### config.mk
export PLATFORM = sky130hd
export DESIGN_NAME = tlb_refill_with_clock_or_fifo
export DESIGN_NICKNAME = d
export VERILOG_FILES = /design/src/design/tlbr_pkg.sv /design/src/design/tlbr_clock.sv /design/src/design/tlb_refill_with_clock_or_fifo.sv
export VERILOG_INCLUDE_DIRS = /design/src /design/src/design
export SDC_FILE = /design/constraint.sdc
export NUM_CORES = 1
export LEC_CHECK = 0
export BUFFER_PORTS_ARGS = -buffer_cell sky130_fd_sc_hd__buf_2
export CORE_UTILIZATION = 50
export CTS_CLUSTER_DIAMETER = 200
export CTS_CLUSTER_SIZE = 14
export DETAILED_ROUTE_END_ITERATION = 8
export PLACE_DENSITY = 0.82
export SLEW_MARGIN = 20
export SYNTH_ARGS = -nofsm -noshare
export SYNTH_HDL_FRONTEND = slang
export SYNTH_SLANG_ARGS = --single-unit
### constraint.sdc
create_clock -name clock -period 2.9 [get_ports clock]
set_clock_uncertainty 0.15 [all_clocks]
set_input_delay 0.29 -clock clock [delete_from_list [all_inputs] [get_ports clock]]
set_output_delay 0.29 -clock clock [all_outputs]
set_load 0.1 [all_outputs]
### src/design/tlb_refill_with_clock_or_fifo_defines.svh
// Assertion macros for the TLB refill block.
// Depends on nothing; included by the top level, which provides clock and reset.
`ifndef TLB_REFILL_WITH_CLOCK_OR_FIFO_DEFINES_SVH
`define TLB_REFILL_WITH_CLOCK_OR_FIFO_DEFINES_SVH

// Check that the consequent holds in the same cycle as the antecedent
`define TLBR_AST_NOW(label, ante, cons, msg) \
   label: assert property (@(posedge clock) disable iff (reset) (ante) |-> (cons)) \
      else $error(msg);

// Check that the consequent holds in the cycle after the antecedent
`define TLBR_AST_NXT(label, ante, cons, msg) \
   label: assert property (@(posedge clock) disable iff (reset) (ante) |=> (cons)) \
      else $error(msg);

`endif

### src/design/tlbr_pkg.sv
// Shared constants and types for the TLB refill block.
// No dependencies; imported by tlbr_clock and the top level.
package tlbr_pkg;

   localparam int TLB_ENTRIES  = 4;
   localparam int PAGE_SIZE    = 128;
   localparam int CLOCK_ROUNDS = 2;

   localparam int IDX_W      = $clog2(TLB_ENTRIES);
   localparam int CNT_W      = $clog2(TLB_ENTRIES + 1);
   localparam int RND_W      = (CLOCK_ROUNDS > 1) ? $clog2(CLOCK_ROUNDS) : 1;
   localparam int PAGE_SHIFT = $clog2(PAGE_SIZE);

   // Fixed field widths
   localparam int ADDR_W  = 16;
   localparam int PAGE_W  = 9;
   localparam int FRAME_W = 5;
   localparam int SLOT_W  = 2;

   // Stream payload widths, padded to whole bytes
   localparam int REQ_BITS    = ADDR_W + 1 + FRAME_W + 3;
   localparam int REQ_TDATA_W = ((REQ_BITS + 7) / 8) * 8;
   localparam int RSP_BITS    = 1 + FRAME_W + SLOT_W + 1 + PAGE_W + 1;
   localparam int RSP_TDATA_W = ((RSP_BITS + 7) / 8) * 8;

   // Request kinds and replacement policies
   localparam logic KIND_LOOKUP  = 1'b0;
   localparam logic KIND_REFILL  = 1'b1;
   localparam logic POLICY_FIFO  = 1'b0;
   localparam logic POLICY_CLOCK = 1'b1;

   // One word of the entry store
   typedef struct packed {
      logic               readonly;
      logic [FRAME_W-1:0] frame;
      logic [PAGE_W-1:0]  page;
   } entry_type;

   // Status of the clock victim search
   typedef struct packed {
      logic             done;
      logic [IDX_W-1:0] pick;
      logic             clr_use;
      logic [IDX_W-1:0] clr_idx;
   } clk_stat_type;

endpackage

### src/design/tlbr_clock.sv
// Enhanced second-chance victim search, one slot per cycle.
// Depends on tlbr_pkg; the use/dirty bits it reads live in the top level.
module tlbr_clock (
   input  logic                                      clock,
   input  logic                                      reset,
   input  logic                                      start,
   input  logic [tlbr_pkg::IDX_W-1:0]                hand_start,
   input  logic [tlbr_pkg::TLB_ENTRIES-1:0]          use_bits,
   input  logic [tlbr_pkg::TLB_ENTRIES-1:0]          dirty_bits,
   output tlbr_pkg::clk_stat_type                    stat
);
   import tlbr_pkg::*;

   logic             busy_ff, busy_in;
   logic [IDX_W-1:0] h_ff, h_in;
   logic [IDX_W-1:0] cnt_ff, cnt_in;
   logic             passb_ff, passb_in;
   logic [RND_W-1:0] round_ff, round_in;
   logic [IDX_W-1:0] h_next;
   logic             match;

   // Wrap the hand at the last slot
   assign h_next = (h_ff == IDX_W'(TLB_ENTRIES - 1)) ? '0 : h_ff + 1'b1;

   // First pass wants use=0/dirty=0, second pass use=0/dirty=1
   assign match = !use_bits[h_ff] && (dirty_bits[h_ff] == passb_ff);

   // Step the hand one slot per cycle
   always_comb begin
      busy_in      = busy_ff;
      h_in         = h_ff;
      cnt_in       = cnt_ff;
      passb_in     = passb_ff;
      round_in     = round_ff;
      stat.done    = 1'b0;
      stat.pick    = h_ff;
      stat.clr_use = 1'b0;
      stat.clr_idx = h_ff;
      if (start) begin
         busy_in  = 1'b1;
         h_in     = hand_start;
         cnt_in   = '0;
         passb_in = 1'b0;
         round_in = '0;
      end else if (busy_ff) begin
         if (match) begin
            stat.done = 1'b1;
            busy_in   = 1'b0;
         end else begin
            stat.clr_use = passb_ff;
            h_in         = h_next;
            cnt_in       = cnt_ff + 1'b1;
            if (cnt_ff == IDX_W'(TLB_ENTRIES - 1)) begin
               cnt_in = '0;
               if (!passb_ff) begin
                  passb_in = 1'b1;
               end else if (round_ff == RND_W'(CLOCK_ROUNDS - 1)) begin
                  // No victim after all rounds: take the slot under the hand
                  stat.done = 1'b1;
                  stat.pick = h_next;
                  busy_in   = 1'b0;
               end else begin
                  passb_in = 1'b0;
                  round_in = round_ff + 1'b1;
               end
            end
         end
      end
   end

   always_ff @(posedge clock) begin
      if (reset) begin
         busy_ff <= 1'b0;
      end else begin
         busy_ff <= busy_in;
      end
      h_ff     <= h_in;
      cnt_ff   <= cnt_in;
      passb_ff <= passb_in;
      round_ff <= round_in;
   end

endmodule

### src/design/tlb_refill_with_clock_or_fifo.sv
// Fully associative TLB with lookup and refill, FIFO or enhanced clock eviction.
// A lookup sweeps the slots in order and stops at the first hit; a refill writes the lowest
// free slot directly, FIFO eviction first shifts every slot down one place, and clock eviction
// first runs the victim search. The sequencer takes one item at a time, paced by the store
// sweep and the clock search; it takes the next beat once its result is in the output register.
// Reset (synchronous) clears valid, use and dirty bits, the hand, and sets clock policy.
module tlb_refill_with_clock_or_fifo (
   input  logic                                 clock,
   input  logic                                 reset,
   // csr_data: policy
   input  logic                                 csr_valid,
   output logic                                 csr_ready,
   input  logic                                 csr_data,
   input  logic                                 req_tvalid,
   output logic                                 req_tready,
   // req_tdata: virtual_address, is_write, entry_frame, entry_use, entry_dirty,
   // entry_readonly, zero pad
   input  logic [tlbr_pkg::REQ_TDATA_W-1:0]     req_tdata,
   // req_tuser: kind
   input  logic                                 req_tuser,
   output logic                                 rsp_tvalid,
   input  logic                                 rsp_tready,
   // rsp_tdata: hit, frame, slot, evicted, evicted_page, evicted_dirty, zero pad
   output logic [tlbr_pkg::RSP_TDATA_W-1:0]     rsp_tdata
);
   import tlbr_pkg::*;

   `include "tlb_refill_with_clock_or_fifo_defines.svh"

   localparam logic [2:0] ST_IDLE  = 3'd0;
   localparam logic [2:0] ST_LOOK  = 3'd1;
   localparam logic [2:0] ST_CLOCK = 3'd2;
   localparam logic [2:0] ST_EVRD  = 3'd3;
   localparam logic [2:0] ST_EVCAP = 3'd4;
   localparam logic [2:0] ST_SHIFT = 3'd5;
   localparam logic [2:0] ST_FILL  = 3'd6;
   localparam logic [2:0] ST_DONE  = 3'd7;

   logic [2:0]             state_ff, state_in;
   logic                   policy_ff, policy_in;
   logic [TLB_ENTRIES-1:0] valid_ff, valid_in;
   logic [TLB_ENTRIES-1:0] use_ff, use_in;
   logic [TLB_ENTRIES-1:0] dirty_ff, dirty_in;
   logic [IDX_W-1:0]       hand_ff, hand_in;
   logic [CNT_W-1:0]       cnt_ff, cnt_in;
   logic [IDX_W-1:0]       target_ff, target_in;

   // Captured request
   logic [PAGE_W-1:0]      page_ff, page_in;
   logic                   is_write_ff, is_write_in;
   logic [FRAME_W-1:0]     new_frame_ff, new_frame_in;
   logic                   new_use_ff, new_use_in;
   logic                   new_dirty_ff, new_dirty_in;
   logic                   new_ro_ff, new_ro_in;

   // Staged result
   logic                   res_hit_ff, res_hit_in;
   logic [FRAME_W-1:0]     res_frame_ff, res_frame_in;
   logic [IDX_W-1:0]       res_slot_ff, res_slot_in;
   logic                   res_ev_ff, res_ev_in;
   logic [PAGE_W-1:0]      res_evp_ff, res_evp_in;
   logic                   res_evd_ff, res_evd_in;

   logic                   rsp_tvalid_ff, rsp_tvalid_in;
   logic [RSP_TDATA_W-1:0] rsp_tdata_ff, rsp_tdata_in;

   // Entry store: page, frame and read-only bit per slot
   entry_type              store_mem [TLB_ENTRIES];
   entry_type              rdata_ff;
   logic [IDX_W-1:0]       rd_addr;
   logic                   mem_we;
   logic [IDX_W-1:0]       mem_wa;
   entry_type              mem_wd;

   logic                   free_any;
   logic [IDX_W-1:0]       free_idx;
   logic [IDX_W-1:0]       cmp_idx;
   logic                   clk_start;
   clk_stat_type           clk_stat;

   assign csr_ready  = 1'b1;
   assign req_tready = (state_ff == ST_IDLE);
   assign rsp_tvalid = rsp_tvalid_ff;
   assign rsp_tdata  = rsp_tdata_ff;
   assign cmp_idx    = IDX_W'(cnt_ff - 1'b1);

   // Find the lowest invalid slot
   always_comb begin
      free_any = 1'b0;
      free_idx = '0;
      for (int i = TLB_ENTRIES - 1; i >= 0; i--) begin
         if (!valid_ff[i]) begin
            free_any = 1'b1;
            free_idx = IDX_W'(i);
         end
      end
   end

   tlbr_clock u_clock (
      .clock      (clock),
      .reset      (reset),
      .start      (clk_start),
      .hand_start (hand_ff),
      .use_bits   (use_ff),
      .dirty_bits (dirty_ff),
      .stat       (clk_stat)
   );

   // Sequencer: sweep the store, modify, write back
   always_comb begin
      state_in      = state_ff;
      policy_in     = policy_ff;
      valid_in      = valid_ff;
      use_in        = use_ff;
      dirty_in      = dirty_ff;
      hand_in       = hand_ff;
      cnt_in        = cnt_ff;
      target_in     = target_ff;
      page_in       = page_ff;
      is_write_in   = is_write_ff;
      new_frame_in  = new_frame_ff;
      new_use_in    = new_use_ff;
      new_dirty_in  = new_dirty_ff;
      new_ro_in     = new_ro_ff;
      res_hit_in    = res_hit_ff;
      res_frame_in  = res_frame_ff;
      res_slot_in   = res_slot_ff;
      res_ev_in     = res_ev_ff;
      res_evp_in    = res_evp_ff;
      res_evd_in    = res_evd_ff;
      rsp_tvalid_in = rsp_tvalid_ff && !rsp_tready;
      rsp_tdata_in  = rsp_tdata_ff;
      rd_addr       = '0;
      mem_we        = 1'b0;
      mem_wa        = target_ff;
      mem_wd        = rdata_ff;
      clk_start     = 1'b0;

      if (csr_valid) begin
         policy_in = csr_data;
      end

      // Clear use bits the clock hand passes over in the dirty sweep
      if (clk_stat.clr_use) begin
         use_in[clk_stat.clr_idx] = 1'b0;
      end

      case (state_ff)
         ST_IDLE: begin
            if (req_tvalid) begin
               page_in      = PAGE_W'(req_tdata[ADDR_W-1:0] >> PAGE_SHIFT);
               is_write_in  = req_tdata[ADDR_W];
               new_frame_in = req_tdata[ADDR_W+FRAME_W:ADDR_W+1];
               new_use_in   = req_tdata[ADDR_W+FRAME_W+1];
               new_dirty_in = req_tdata[ADDR_W+FRAME_W+2];
               new_ro_in    = req_tdata[ADDR_W+FRAME_W+3];
               cnt_in       = '0;
               res_hit_in   = 1'b0;
               res_frame_in = '0;
               res_slot_in  = '0;
               res_ev_in    = 1'b0;
               res_evp_in   = '0;
               res_evd_in   = 1'b0;
               if (req_tuser == KIND_LOOKUP) begin
                  state_in = ST_LOOK;
               end else if (free_any) begin
                  target_in = free_idx;
                  state_in  = ST_FILL;
               end else if (policy_ff == POLICY_FIFO) begin
                  res_ev_in  = 1'b1;
                  res_evd_in = dirty_ff[0];
                  target_in  = IDX_W'(TLB_ENTRIES - 1);
                  state_in   = ST_SHIFT;
               end else begin
                  res_ev_in = 1'b1;
                  clk_start = 1'b1;
                  state_in  = ST_CLOCK;
               end
            end
         end
         ST_LOOK: begin
            // Read slot cnt, compare the slot read last cycle
            rd_addr = cnt_ff[IDX_W-1:0];
            cnt_in  = cnt_ff + 1'b1;
            if (cnt_ff != '0) begin
               if (valid_ff[cmp_idx] && rdata_ff.page == page_ff) begin
                  res_hit_in       = 1'b1;
                  res_frame_in     = rdata_ff.frame;
                  res_slot_in      = cmp_idx;
                  use_in[cmp_idx]  = 1'b1;
                  if (is_write_ff) begin
                     dirty_in[cmp_idx] = 1'b1;
                  end
                  state_in = ST_DONE;
               end else if (cnt_ff == CNT_W'(TLB_ENTRIES)) begin
                  state_in = ST_DONE;
               end
            end
         end
         ST_CLOCK: begin
            if (clk_stat.done) begin
               target_in  = clk_stat.pick;
               hand_in    = clk_stat.pick;
               res_evd_in = dirty_ff[clk_stat.pick];
               state_in   = ST_EVRD;
            end
         end
         ST_EVRD: begin
            rd_addr  = target_ff;
            state_in = ST_EVCAP;
         end
         ST_EVCAP: begin
            res_evp_in = rdata_ff.page;
            state_in   = ST_FILL;
         end
         ST_SHIFT: begin
            // Read slot cnt, write the slot read last cycle one place down
            rd_addr = cnt_ff[IDX_W-1:0];
            cnt_in  = cnt_ff + 1'b1;
            if (cnt_ff == CNT_W'(1)) begin
               res_evp_in = rdata_ff.page;
            end
            if (cnt_ff >= CNT_W'(2)) begin
               mem_we = 1'b1;
               mem_wa = IDX_W'(cnt_ff - CNT_W'(2));
               mem_wd = rdata_ff;
            end
            if (cnt_ff == CNT_W'(TLB_ENTRIES)) begin
               for (int i = 0; i < TLB_ENTRIES - 1; i++) begin
                  use_in[i]   = use_ff[i+1];
                  dirty_in[i] = dirty_ff[i+1];
               end
               state_in = ST_FILL;
            end
         end
         ST_FILL: begin
            mem_we              = 1'b1;
            mem_wa              = target_ff;
            mem_wd.readonly     = new_ro_ff;
            mem_wd.frame        = new_frame_ff;
            mem_wd.page         = page_ff;
            valid_in[target_ff] = 1'b1;
            use_in[target_ff]   = new_use_ff;
            dirty_in[target_ff] = new_dirty_ff;
            res_frame_in        = new_frame_ff;
            res_slot_in         = target_ff;
            state_in            = ST_DONE;
         end
         ST_DONE: begin
            // Hand the result to the output register once it is free
            if (!rsp_tvalid_ff || rsp_tready) begin
               rsp_tvalid_in = 1'b1;
               rsp_tdata_in  = RSP_TDATA_W'({res_evd_ff, res_evp_ff, res_ev_ff,
                                             SLOT_W'(res_slot_ff), res_frame_ff,
                                             res_hit_ff});
               state_in      = ST_IDLE;
            end
         end
         default: begin
            state_in = ST_IDLE;
         end
      endcase
   end

   // Entry store with registered read
   always_ff @(posedge clock) begin
      if (mem_we) begin
         store_mem[mem_wa] <= mem_wd;
      end
      rdata_ff <= store_mem[rd_addr];
   end

   always_ff @(posedge clock) begin
      if (reset) begin
         state_ff      <= ST_IDLE;
         policy_ff     <= POLICY_CLOCK;
         valid_ff      <= '0;
         use_ff        <= '0;
         dirty_ff      <= '0;
         hand_ff       <= '0;
         rsp_tvalid_ff <= 1'b0;
      end else begin
         state_ff      <= state_in;
         policy_ff     <= policy_in;
         valid_ff      <= valid_in;
         use_ff        <= use_in;
         dirty_ff      <= dirty_in;
         hand_ff       <= hand_in;
         rsp_tvalid_ff <= rsp_tvalid_in;
      end
      cnt_ff       <= cnt_in;
      target_ff    <= target_in;
      page_ff      <= page_in;
      is_write_ff  <= is_write_in;
      new_frame_ff <= new_frame_in;
      new_use_ff   <= new_use_in;
      new_dirty_ff <= new_dirty_in;
      new_ro_ff    <= new_ro_in;
      res_hit_ff   <= res_hit_in;
      res_frame_ff <= res_frame_in;
      res_slot_ff  <= res_slot_in;
      res_ev_ff    <= res_ev_in;
      res_evp_ff   <= res_evp_in;
      res_evd_ff   <= res_evd_in;
      rsp_tdata_ff <= rsp_tdata_in;
   end

   // Eviction only runs on a full TLB
   `TLBR_AST_NOW(a_evict_when_full, (state_ff == ST_CLOCK || state_ff == ST_SHIFT), (&valid_ff), "eviction with a free slot")
   // A fill leaves its slot valid
   `TLBR_AST_NXT(a_fill_valid, (state_ff == ST_FILL), (valid_ff[target_ff]), "filled slot not valid")
   // A new result appears only out of the done state
   `TLBR_AST_NOW(a_rsp_from_done, ($rose(rsp_tvalid_ff)), ($past(state_ff) == ST_DONE), "result outside done state")

endmodule

== Word level (Yosys, flattened, before mapping) ==
Memory sizes are Yosys's and may differ from the RTL's. A register that Yosys moved wholly into a read port is not among the register bits.
Index checks and enable logic that the tools add are counted.

* Memories: 1
* Bits of input ports: 39
* Bits in writable memories: 60
* Register bits after elaboration: 87

* $lt $le $gt $ge: 8
* Reduce and logical (&&, ||, !) cells: 37
* Add/subtract/negate cells: 6
* Bitwise logic cells: 6
* Muxes and demuxes: 113
* Equal/unequal tests: 25

{| class="wikitable"
|+ Memories
! memory !! depth !! width !! rd ports !! clocked after memory_dff !! write ports !! RTL line !! source
|-
| store_mem || 4 || 15 || 1 || 1 || 1 || tlb_refill_with_clock_or_fifo.sv:68 || <nowiki>entry_type store_mem [TLB_ENTRIES];</nowiki>
|}

{| class="wikitable"
|+ Operators with widths
! cell !! number
|-
| 3-bit 2-to-1 mux || 17
|-
| 1-bit 2-to-1 mux || 40
|-
| 2-bit 2-to-1 mux || 19
|-
| 4-bit 2-to-1 mux || 8
|-
| 9-bit one-hot mux with 3 select lines || 1
|-
| 3-bit one-hot mux with 8 select lines || 1
|-
| 9-bit 2-to-1 mux || 2
|-
| 2-bit inequality test, second input constant || 9
|-
| 3-bit one-hot mux with 3 select lines || 2
|-
| 4-bit AND reduction || 4
|-
| 3-bit == test, second input constant || 5
|-
| 15-bit 2-to-1 mux || 1
|-
| 5-bit 2-to-1 mux || 3
|-
| 5-bit one-hot mux with 3 select lines || 1
|-
| 2-bit by 3-bit < comparator with 1-bit output, second input constant || 4
|-
| 4-bit OR || 3
|-
| 2-bit AND reduction || 6
|-
| 3-bit nonzero test || 4
|-
| 1-bit one-hot mux with 2 select lines || 5
|-
| 5-bit AND reduction || 2
|-
| 2-bit nonzero test || 5
|-
| 9-bit == test || 1
|-
| 3-bit AND reduction || 3
|-
| 1-bit binary-select mux with 2-bit select || 4
|-
| 28 further kinds || 45
|}

== Longest topological paths before layout ==
Gate-level depths: netlist (run 1).

* Word-level depth: 14
* Mapped depth: 8
* Gate-level depth less buffers: 8

== Cells and area by module ==
A second synthesis (run 1) with hierarchy kept.

* Cell total of the unflattened synthesis: 513
* Area total of the unflattened synthesis: 6677.7 um^2

{| class="wikitable"
|+ By module, submodules not included
! module !! instances !! area an instance (um^2) !! seq. area each (um^2) !! cells an instance
|-
| tlb_refill_with_clock_or_fifo || 1 || 6173.4 || 4144.0 || 462
|-
| tlbr_clock || 1 || 504.2 || 160.2 || 51
|}

== Least setup slack after synthesis (run 1) ==
No wires, ideal clock.

* Path type: reg-to-reg
* From: register state_ff[1]
* To: register is_write_ff (enable)
* Stages on the path, launching flop included: 7
* Library setup time: 0.373 ns
* Data required time: 2.377 ns
* Clock period less this slack: 4.332 ns
* Arrival: 3.809 ns
* Setup slack: -1.432 ns
* Path through: dfxtp_1 -> clkbuf_1 -> buf_2 -> clkbuf_1 -> nor3_1 -> nand2_1 -> inv_1

* Cells in the longest elaborated chain, start to end: 2

{| class="wikitable"
|+ RTL lines
! item !! RTL line !! source
|-
| start: declaration || tlb_refill_with_clock_or_fifo.sv:39 || <nowiki>logic [2:0] state_ff, state_in;</nowiki>
|-
| start signal: assignment || tlb_refill_with_clock_or_fifo.sv:283 || <nowiki>state_ff <= state_in;</nowiki>
|-
| 3-bit zero test || n/a ||
|-
| via req_tready || tlb_refill_with_clock_or_fifo.sv:15 || <nowiki>output logic req_tready,</nowiki>
|-
| 2-bit AND reduction (no source line) || n/a ||
|-
| end signal: assignment || tlb_refill_with_clock_or_fifo.sv:294 || <nowiki>is_write_ff <= is_write_in;</nowiki>
|-
| end: declaration || tlb_refill_with_clock_or_fifo.sv:50 || <nowiki>logic is_write_ff, is_write_in;</nowiki>
|}

The timed path passes the listed nets, and every way through them passes these cells.
A chain may end at the register's enable or synchronous reset.

== Final worst setup path (run 1) ==
* From: register cnt_ff[1]
* To: register dirty_ff[3]

* Cells in the longest elaborated chain, start to end: 10
* Elaborated cells on any way between the ends: 18
* Those cells by class: add/sub (1); order compare (2); eq/ne (2); mux (8); bitwise (1); reduce/logical (4)

{| class="wikitable"
|+ RTL lines
! item !! RTL line !! source
|-
| start: declaration || tlb_refill_with_clock_or_fifo.sv:45 || <nowiki>logic [CNT_W-1:0] cnt_ff, cnt_in;</nowiki>
|-
| start signal: assignment || tlb_refill_with_clock_or_fifo.sv:291 || <nowiki>cnt_ff <= cnt_in;</nowiki>
|-
| 2-bit by 1-bit subtractor with 2-bit output || tlb_refill_with_clock_or_fifo.sv:85 || <nowiki>assign cmp_idx = IDX_W'(cnt_ff - 1'b1);</nowiki>
|-
| 2-bit by 3-bit < comparator with 1-bit output (implied by the code) or 2-bit by 1-bit greater-or-equal comparator with 1-bit output (tied branches) || tlb_refill_with_clock_or_fifo.sv:192 || <nowiki>dirty_in[cmp_idx] = 1'b1;</nowiki>
|-
| 1-bit logical AND (implied by the code) || tlb_refill_with_clock_or_fifo.sv:192 ||
|-
| 1-bit 2-to-1 mux (implied by the code) || tlb_refill_with_clock_or_fifo.sv:192 ||
|-
| 1-bit demux with 2-bit select || tlb_refill_with_clock_or_fifo.sv:192 ||
|-
| 4-bit OR (no source line) || n/a ||
|-
| 4-bit 2-to-1 mux || tlb_refill_with_clock_or_fifo.sv:191 || <nowiki>if (is_write_ff) begin</nowiki>
|-
| 4-bit 2-to-1 mux || tlb_refill_with_clock_or_fifo.sv:186 || <nowiki>if (valid_ff[cmp_idx] && rdata_ff.page == page_ff) begin</nowiki>
|-
| 4-bit 2-to-1 mux || tlb_refill_with_clock_or_fifo.sv:185 || <nowiki>if (cnt_ff != '0) begin</nowiki>
|-
| 1-bit one-hot mux with 2 select lines || tlb_refill_with_clock_or_fifo.sv:148 || <nowiki>case (state_ff)</nowiki>
|-
| end signal: assignment || tlb_refill_with_clock_or_fifo.sv:287 || <nowiki>dirty_ff <= dirty_in;</nowiki>
|-
| end: declaration || tlb_refill_with_clock_or_fifo.sv:43 || <nowiki>logic [TLB_ENTRIES-1:0] dirty_ff, dirty_in;</nowiki>
|}

Parallel ways exist; a longest one is shown, timed or not. The select of a mux whose other input is x is not followed.

==> implementation parameters, run 1 <==
Parameter                              Value

Cells and area
  Share of layout cells above drive strength 1    a little over a fifth
  Relative area change from synthesis to final layout    19.39%
  Antenna diode count    0
  Area of all sequential standard cells    between 0.004 and 0.005 mm²
  Footprint of the multi-input gates    0.002127 mm²
  Fill count    between 900 and 1,000
  Final nets    approximately 630

Placement
  Total of buffers placed on input and output ports    between 40 and 50
  Post-DP HPWL    about 9000 µm
  Dpl ws    around 240 ps
  Routability congestion estimate from global placement    around 0.92

Clock tree
  Deepest clock path buffer count    2
  CTS buffer count    17
  Clock input transition at the sequential cells of the worst setup and hold paths    around 60 ps
  CTS H-Tree Depth    4
  CTS root buf    clkbuf_16
  Total clock sinks    between 150 and 200
  Insertion delay to the later sink of the worst-skew pair    about 430 ps
  TritonCTS clock tree    done
  Post-CTS setup buffer count    0

STA
  Worst slew pin tran    approximately 540 ps
  Final total negative setup slack    0 ps
  Hold Fails Final Rpt    0
  Final min period    approximately 2700 ps
  Setup-violating endpoint count in the final report    0
  Number of slew-limit violations in the final report    0
  Setup ws final    172.7 ps
  Worst slew margin    a little under two thirds
  Maximum frequency from static timing analysis    between 0.3 and 0.4 GHz
  Setup repair after global routing missed its margin    false
  Portion of the clock cycle consumed by the worst path in the final layout    between 90 and 100%

GRT
  Vias in the first global route    around 4,200
  Global-route wire length before repair    ~22,000 µm
  Total GRT Usage    22.04%
  Antenna violations before repair    0
  Pin count of the biggest net entering global routing    24
  Total congestion overflow after global routing    0

Worst setup path
  Largest delay share family, worst path    compound AO/OA/AOI/OAI gates
  Arrival time at the worst endpoint    just under 3000 ps
  Critical Path Source Type    flop
  Slowest stage cell on the critical path    a2111oi_0
  Ordered cell list for the critical path    inv_1 > ha_1 > mux4_1 > nand4_2 > nor4_4 > buf_4 > nand4_1 > a2111oi_0 > a41o_1
  Type of destination of the critical path    flop
  Largest stage delay on the critical path    490 ps
  Number of buffers and inverters on the critical path    2
  Worst endpoint required time    3120 ps
  Worst setup path class    flop to flop
  CP max FO    5

Floorplanning
  Cell Rows    41
  Ports    66
  Area inside the core boundary    0.01272 mm²
  Die H    ~120 µm
  Initial Utilization    approximately 52%
  Area enclosed by the die boundary    between 0.01 and 0.015 mm²
  Horizontal die dimension    116.6 µm

Yosys
  Synth cell count leaders    edfxtp_1 (118), nand2_1 (87), dfxtp_1 (38)
  Cell taking the most area after synthesis    edfxtp_1
  Syn Inst Count    a little under 500
  Post-synthesis async set-or-reset flop share    0%
  Seq/Total Area, Yosys    65.51%
  Most used flip-flop cell after synthesis    edfxtp_1
  Area share of the largest cell type after synthesis    around 54%
  Library cell with the highest instance count after synthesis    edfxtp_1
  Number of flops mapped to enable cells by yosys    about 120
  Distinct cells, synth    61
  Synth area leaders    edfxtp_1 (54%), dfxtp_1 (12%), nand2_1 (5.0%)
  Synthesized cell area    0.006570 mm²
  Synth Area per Inst    approximately 13 µm²
  Yosys synthesis warning count    0
  Synthesized flop and latch total    about 160

Routing
  Post-route ant nets    0
  WL final    13,600 µm
  Via count of the routed design    4,317
  Final routed wire length divided by cell count    ~18 µm
  Detailed-route vias per instance    ~5.7
  Iteration-0 DRC count of the detailed router    ~370
  Residual DRC    0
  Total iterations of the first detailed-routing run    5

Run status
  Outcome    finished, final reports clean

Pwr
  Max IR drop VDD    0.4562 mV
  Static power due to leakage    around 3 nW
  Power per cell area    917.6 mW/mm²

Min path
  Hold Crit Class    input port to flop

Run
  Reported max-cap violation count    0
## placed cells by master, fill, tap and decap left out, types with 4 or more instances in the layout
cell | synthesis | routed
a21oi_1 | 20 | 20
a22o_1 | 5 | 5
xnor2_1 | 8 | 8
nand2b_1 | 7 | 7
a22oi_1 | 4 | 4
clkbuf_16 | 0 | 17
buf_2 | 2 | 44
dfxtp_1 | 38 | 38
nand4_1 | 6 | 6
mux4_2 | 14 | 14
and2_1 | 11 | 11
nand2_1 | 87 | 87
buf_4 | 8 | 22
inv_6 | 0 | 5
nor2b_1 | 4 | 4
nand3_1 | 8 | 8
nor2_1 | 25 | 25
a31oi_1 | 5 | 5
inv_1 | 9 | 9
dlygate4sd3_1 | 0 | 19
ha_1 | 12 | 12
o21ai_0 | 22 | 21
nor3_1 | 6 | 5
conb_1 | 2 | 6
edfxtp_1 | 118 | 118
## kinds of logic (layout without fill, tap and decap cells)
family / count (synthesis) / after routing / share of synthesized area [%]
flip-flops: 156 / 156 / 65.51
other: 2 / 6 / 0.1143
AO/OA/AOI/OAI: 79 / 79 / 7.675
XOR/XNOR: 11 / 11 / 1.467
buffers and inverters: 35 / 127 / 2.742
multiplexers: 22 / 22 / 6.799
adder cells (fa/ha/maj): 12 / 12 / 2.285
AND/OR/NAND/NOR: 178 / 178 / 13.41
## final cells by class
| class | count | area share [%] |
|---|---|---|
| Sequential cell | 156 | 54.87 |
| Multi-Input combinational cell | 308 | 27.12 |
| Timing Repair Buffer | 85 | 7.338 |
| Clock buffer | 17 | 5.424 |
| Tap cell | 172 | 2.744 |
| Clock inverter | 15 | 2.026 |
| Inverter | 10 | 0.4785 |
## flip-flops by register name, summed over array words and instances, names as in the netlist, 2 cells and up
register and flops:
rsp_tdata 19, dirty_ff 4, valid_ff 4, use_ff 4, cnt_ff 3, u_clock.cnt_ff 2, u_clock.h_ff 2, new_frame_ff 5
res_slot_ff 2, state_ff 3, store_mem 56, res_frame_ff 5, res_evp_ff 9, hand_ff 2, page_ff 9, target_ff 2
rdata_ff 14
## worst paths after layout
kind,depth (start not counted),start,slack (ps),to
min reg2reg,0,res_frame_ff[4],260,rsp_tdata[5]
max,9,cnt_ff[1],170,dirty_ff[3]
max reg2reg,9,cnt_ff[1],170,dirty_ff[3]
min,3,rsp_tready,80,rsp_tvalid
## layer usage
metal	GRT usage, %	wire [µm]	vias up
met5	0	0	-
met4	12.32	278	0
met3	5.138	1074	26
met2	34.83	6627	229
met1	28.16	5615	2065
li1	-	-	1997
## power breakdown
group          leakage, nW  total, mW  internal, mW  switching (mW)
logic                 1.30       1.71         0.586            1.12
clock network        0.288       2.19          1.28           0.906
registers             1.40       3.31          3.05           0.262
total                 2.99       7.20          4.91            2.29
## worst min-delay path: stages
cell	delay [ps]
buf_2	70
nand2b_1	160
a21oi_1	80
## timing repair
action	CTS	global route
endpoints found under the hold margin	18	0
hold buffers	19	0
resized for setup	0	1
setup endpoints to repair	0	7
## metrics by stage
| stage | utilization, % | hold WS [ps] | cells | area [µm²] | total power, mW |
|---|---|---|---|---|---|
| final | 61.65 | 77.00 | 763 | 7844 | 7.198 |
| after global routing | 61.65 | 76.72 | 763 | 7844 | 7.511 |
| after CTS | 61.61 | 59.11 | 763 | 7839 | 7.199 |
| after detailed placement | 55.53 | 254.5 | 712 | 7064 | 4.992 |
| after global placement | 55.53 | 251.3 | 712 | 7064 | 4.913 |
| after floorplan | - | 238.9 | 499 | 6596 | 4.475 |
(Power assumes the default switching activity.)
==> run 2, diff against run 1 <==
--- a/config.mk
+++ b/config.mk
@@ -11,7 +11,9 @@
 export CTS_CLUSTER_DIAMETER = 200
 export CTS_CLUSTER_SIZE = 14
 export DETAILED_ROUTE_END_ITERATION = 8
+export GPL_TIMING_DRIVEN = 0
 export PLACE_DENSITY = 0.82
+export SETUP_SLACK_MARGIN = 0.5
 export SLEW_MARGIN = 20
 export SYNTH_ARGS = -nofsm -noshare
 export SYNTH_HDL_FRONTEND = slang
==> run 2 against run 1 <==
  * Clock power grew 6%
  * Critical endpoint is now res_frame_ff[3]
  * Wire length up 11%
  * Die area is the same
  * Flip-flop and latch count is the same
  * Global-route usage increased by 2.1 points
  * Final area grew 5.2%
  * Worst setup slack gained 150 ps
  * Via count is 3.3% higher
  * Register-to-register slack improved by 150 ps
==> implementation parameters, run 2 (synthesized netlist as in run 1, its figures left out) <==
Parameter                              Value

Routing
  Final routed wire length divided by cell count    19.10 µm (+7.2%)
  Iteration-0 DRC count of the detailed router    539 (+44%)
  Total iterations of the first detailed-routing run    5 (unchanged)
  Detailed-route vias per instance    5.665 (+0.12%)
  Residual DRC    0 (unchanged)
  WL final    15,030 µm (+11%)
  Post-route ant nets    0 (unchanged)
  Via count of the routed design    4,458 (+3.3%)

Clock tree
  TritonCTS clock tree    done
  Deepest clock path buffer count    2 (unchanged)
  CTS H-Tree Depth    4 (unchanged)
  Insertion delay to the later sink of the worst-skew pair    430 ps (about the same)
  CTS root buf    clkbuf_16
  Total clock sinks    156 (unchanged)
  CTS buffer count    17 (unchanged)
  Clock input transition at the sequential cells of the worst setup and hold paths    60 ps (about the same)

Worst setup path
  CP max FO    7 (+2)
  Worst endpoint required time    2880 ps (-240 ps)
  Arrival time at the worst endpoint    2550 ps (-400 ps)
  Worst setup path class    flop to flop
  Depth of the worst register-to-register path    8 (-1)
  Type of destination of the critical path    flop
  Slowest stage cell on the critical path    edfxtp_1
  Ordered cell list for the critical path    inv_2 > ha_4 > mux4_2 > nand4_4 > nor4_4 > nand3_1 > a211oi_2 > or2_4
  Path length in cells of the critical path    8 (-1)
  Number of buffers and inverters on the critical path    1 (-1)
  Largest stage delay on the critical path    440 ps (-50 ps)
  Critical Path Source Type    flop
  Largest delay share family, worst path    simple AND/OR/NAND/NOR gates

STA
  Worst slew pin tran    626.9 ps (+90.63 ps)
  Portion of the clock cycle consumed by the worst path in the final layout    88.76% (-5.3 points)
  Final total negative setup slack    0 ps (unchanged)
  Hold Fails Final Rpt    0 (unchanged)
  Worst slew margin    57.76% (-6.0 points)
  Setup-violating endpoint count in the final report    0 (unchanged)
  Setup repair after global routing missed its margin    true
  Maximum frequency from static timing analysis    0.3885 GHz (+5.9%)
  Final min period    2574 ps (-153.1 ps)
  Worst Hold Slack    114.7 ps (+37.69 ps)
  Number of slew-limit violations in the final report    0 (unchanged)

Cells and area
  Antenna diode count    0 (unchanged)
  Final standard cell utilization of the core    64.88% (+3.2 points)
  Share of layout cells above drive strength 1    27.80% (+6.0 points)
  Most frequent cells in the layout    edfxtp_1 (118), nand2_1 (85), buf_2 (43), dfxtp_1 (38)
  Biggest register    store_mem
  Relative area change from synthesis to final layout    25.63%
  Flip-flop count of the largest register after layout    56 (unchanged)
  Final nets    654 (+4.0%)
  Count of placed standard cells in the final layout, fillers left out    787 (+3.1%)
  Most common cell after layout, fill and taps aside    edfxtp_1

Placement
  Cells after DPL    718 (+0.84%)
  Total of buffers placed on input and output ports    43 (-2.3%)
  Routability congestion estimate from global placement    0.9044 (-1.2%)
  Post-DP HPWL    9658 µm (+7.2%)

Floorplanning
  Die H    116.6 µm (unchanged)
  Cell Rows    41 (unchanged)
  Ports    66 (unchanged)
  Area enclosed by the die boundary    0.01360 mm² (unchanged)
  Area inside the core boundary    0.01272 mm² (unchanged)
  Initial Utilization    51.64% (unchanged)
  Horizontal die dimension    116.6 µm (unchanged)

Pwr
  Total power    7.652 mW (+6.3%)
  Power per cell area    927.1 mW/mm² (+1.0%)
  Static power due to leakage    3.107 nW (+4.0%)
  Max IR drop VDD    0.4374 mV (-4.1%)

GRT
  Global-route wire length before repair    23,160 µm (+7.4%)
  Antenna violations before repair    0 (unchanged)
  Total GRT Usage    24.10% (+2.1 points)
  Vias in the first global route    4,287 (+1.4%)
  Total congestion overflow after global routing    0 (unchanged)
  Pin count of the biggest net entering global routing    21 (-13%)

Min path
  Hold Crit Class    input port to flop
  Hold path depth    3 (unchanged)

Run
  Reported max-cap violation count    0 (unchanged)

Run status
  Outcome    finished, final reports clean
run 2: cell types whose count changed in the layout (fill, tap and decap cells not counted), sizes merged:
cell         delta
dlygate4sd3     +1
bufinv          +2
clkinv          -3
clkbuf         +13
inv             -3
clkinvlp        +2
buf            +12
run 2: worst paths after layout:
check,startpoint,endpoint,slack [ps]
worst max-delay path,cnt_ff[0],res_frame_ff[3],330
worst min-delay path,rsp_tready,rsp_tvalid,110
worst max register to register,cnt_ff[0],res_frame_ff[3],330
worst min register to register,res_hit_ff,rsp_tdata[0],270
run 2: final cells by class:
type,instances,area [µm²]
buffer,25,180.2
clock buffer,18,429.2
clock inverter,13,188.9
fill,909,4468
inverter,10,41.29
multi-input combinational,308,2268
sequential,156,4304
tap,172,215.2
timing repair buffer,85,626.9
run 2: metrics by stage:
stage / cell area [µm²] / worst slack, ps
after detailed placement: 7164 / -309.7
final: 8254 / 325.8
after global placement: 7082 / -614.7
after floorplan: 6651 / 331.9
after CTS: 8197 / 135.3
after global routing: 8254 / 206.4
run 2: routing by layer:
layer	vias to the layer above	part of all wire, %	global-route usage, %
met5	-	0	0
met4	0	2.5	10.72
met3	32	7.6	5.553
met2	239	47	37.36
met1	2148	43	32.67
li1	2039	-	-
run 2: power breakdown:
part	total (mW)	internal (mW)	switching, mW
sequential	3.30	3.05	0.251
combinational	2.02	0.723	1.30
clock	2.33	1.44	0.888
run 2: timing repair:
action                                  4_1_cts  5_1_grt
setup buffers                                15        3
cloned                                        0        0
hold endpoints to repair                     22        0
resized for setup                            21       14
endpoints found under the setup margin      104      119
hold buffers                                 20        0
pin swaps                                    14        6
run 2: worst register-to-register path, delay by kind of cell (launching register included):
family                     cells  cell delay, ps
and+or+nand+nor                4             710
DFF                            1             440
muxes                          1             400
AOI/OAI and AO/OA              1             260
adders and majority gates      1             210
buffers and inverters          1             120
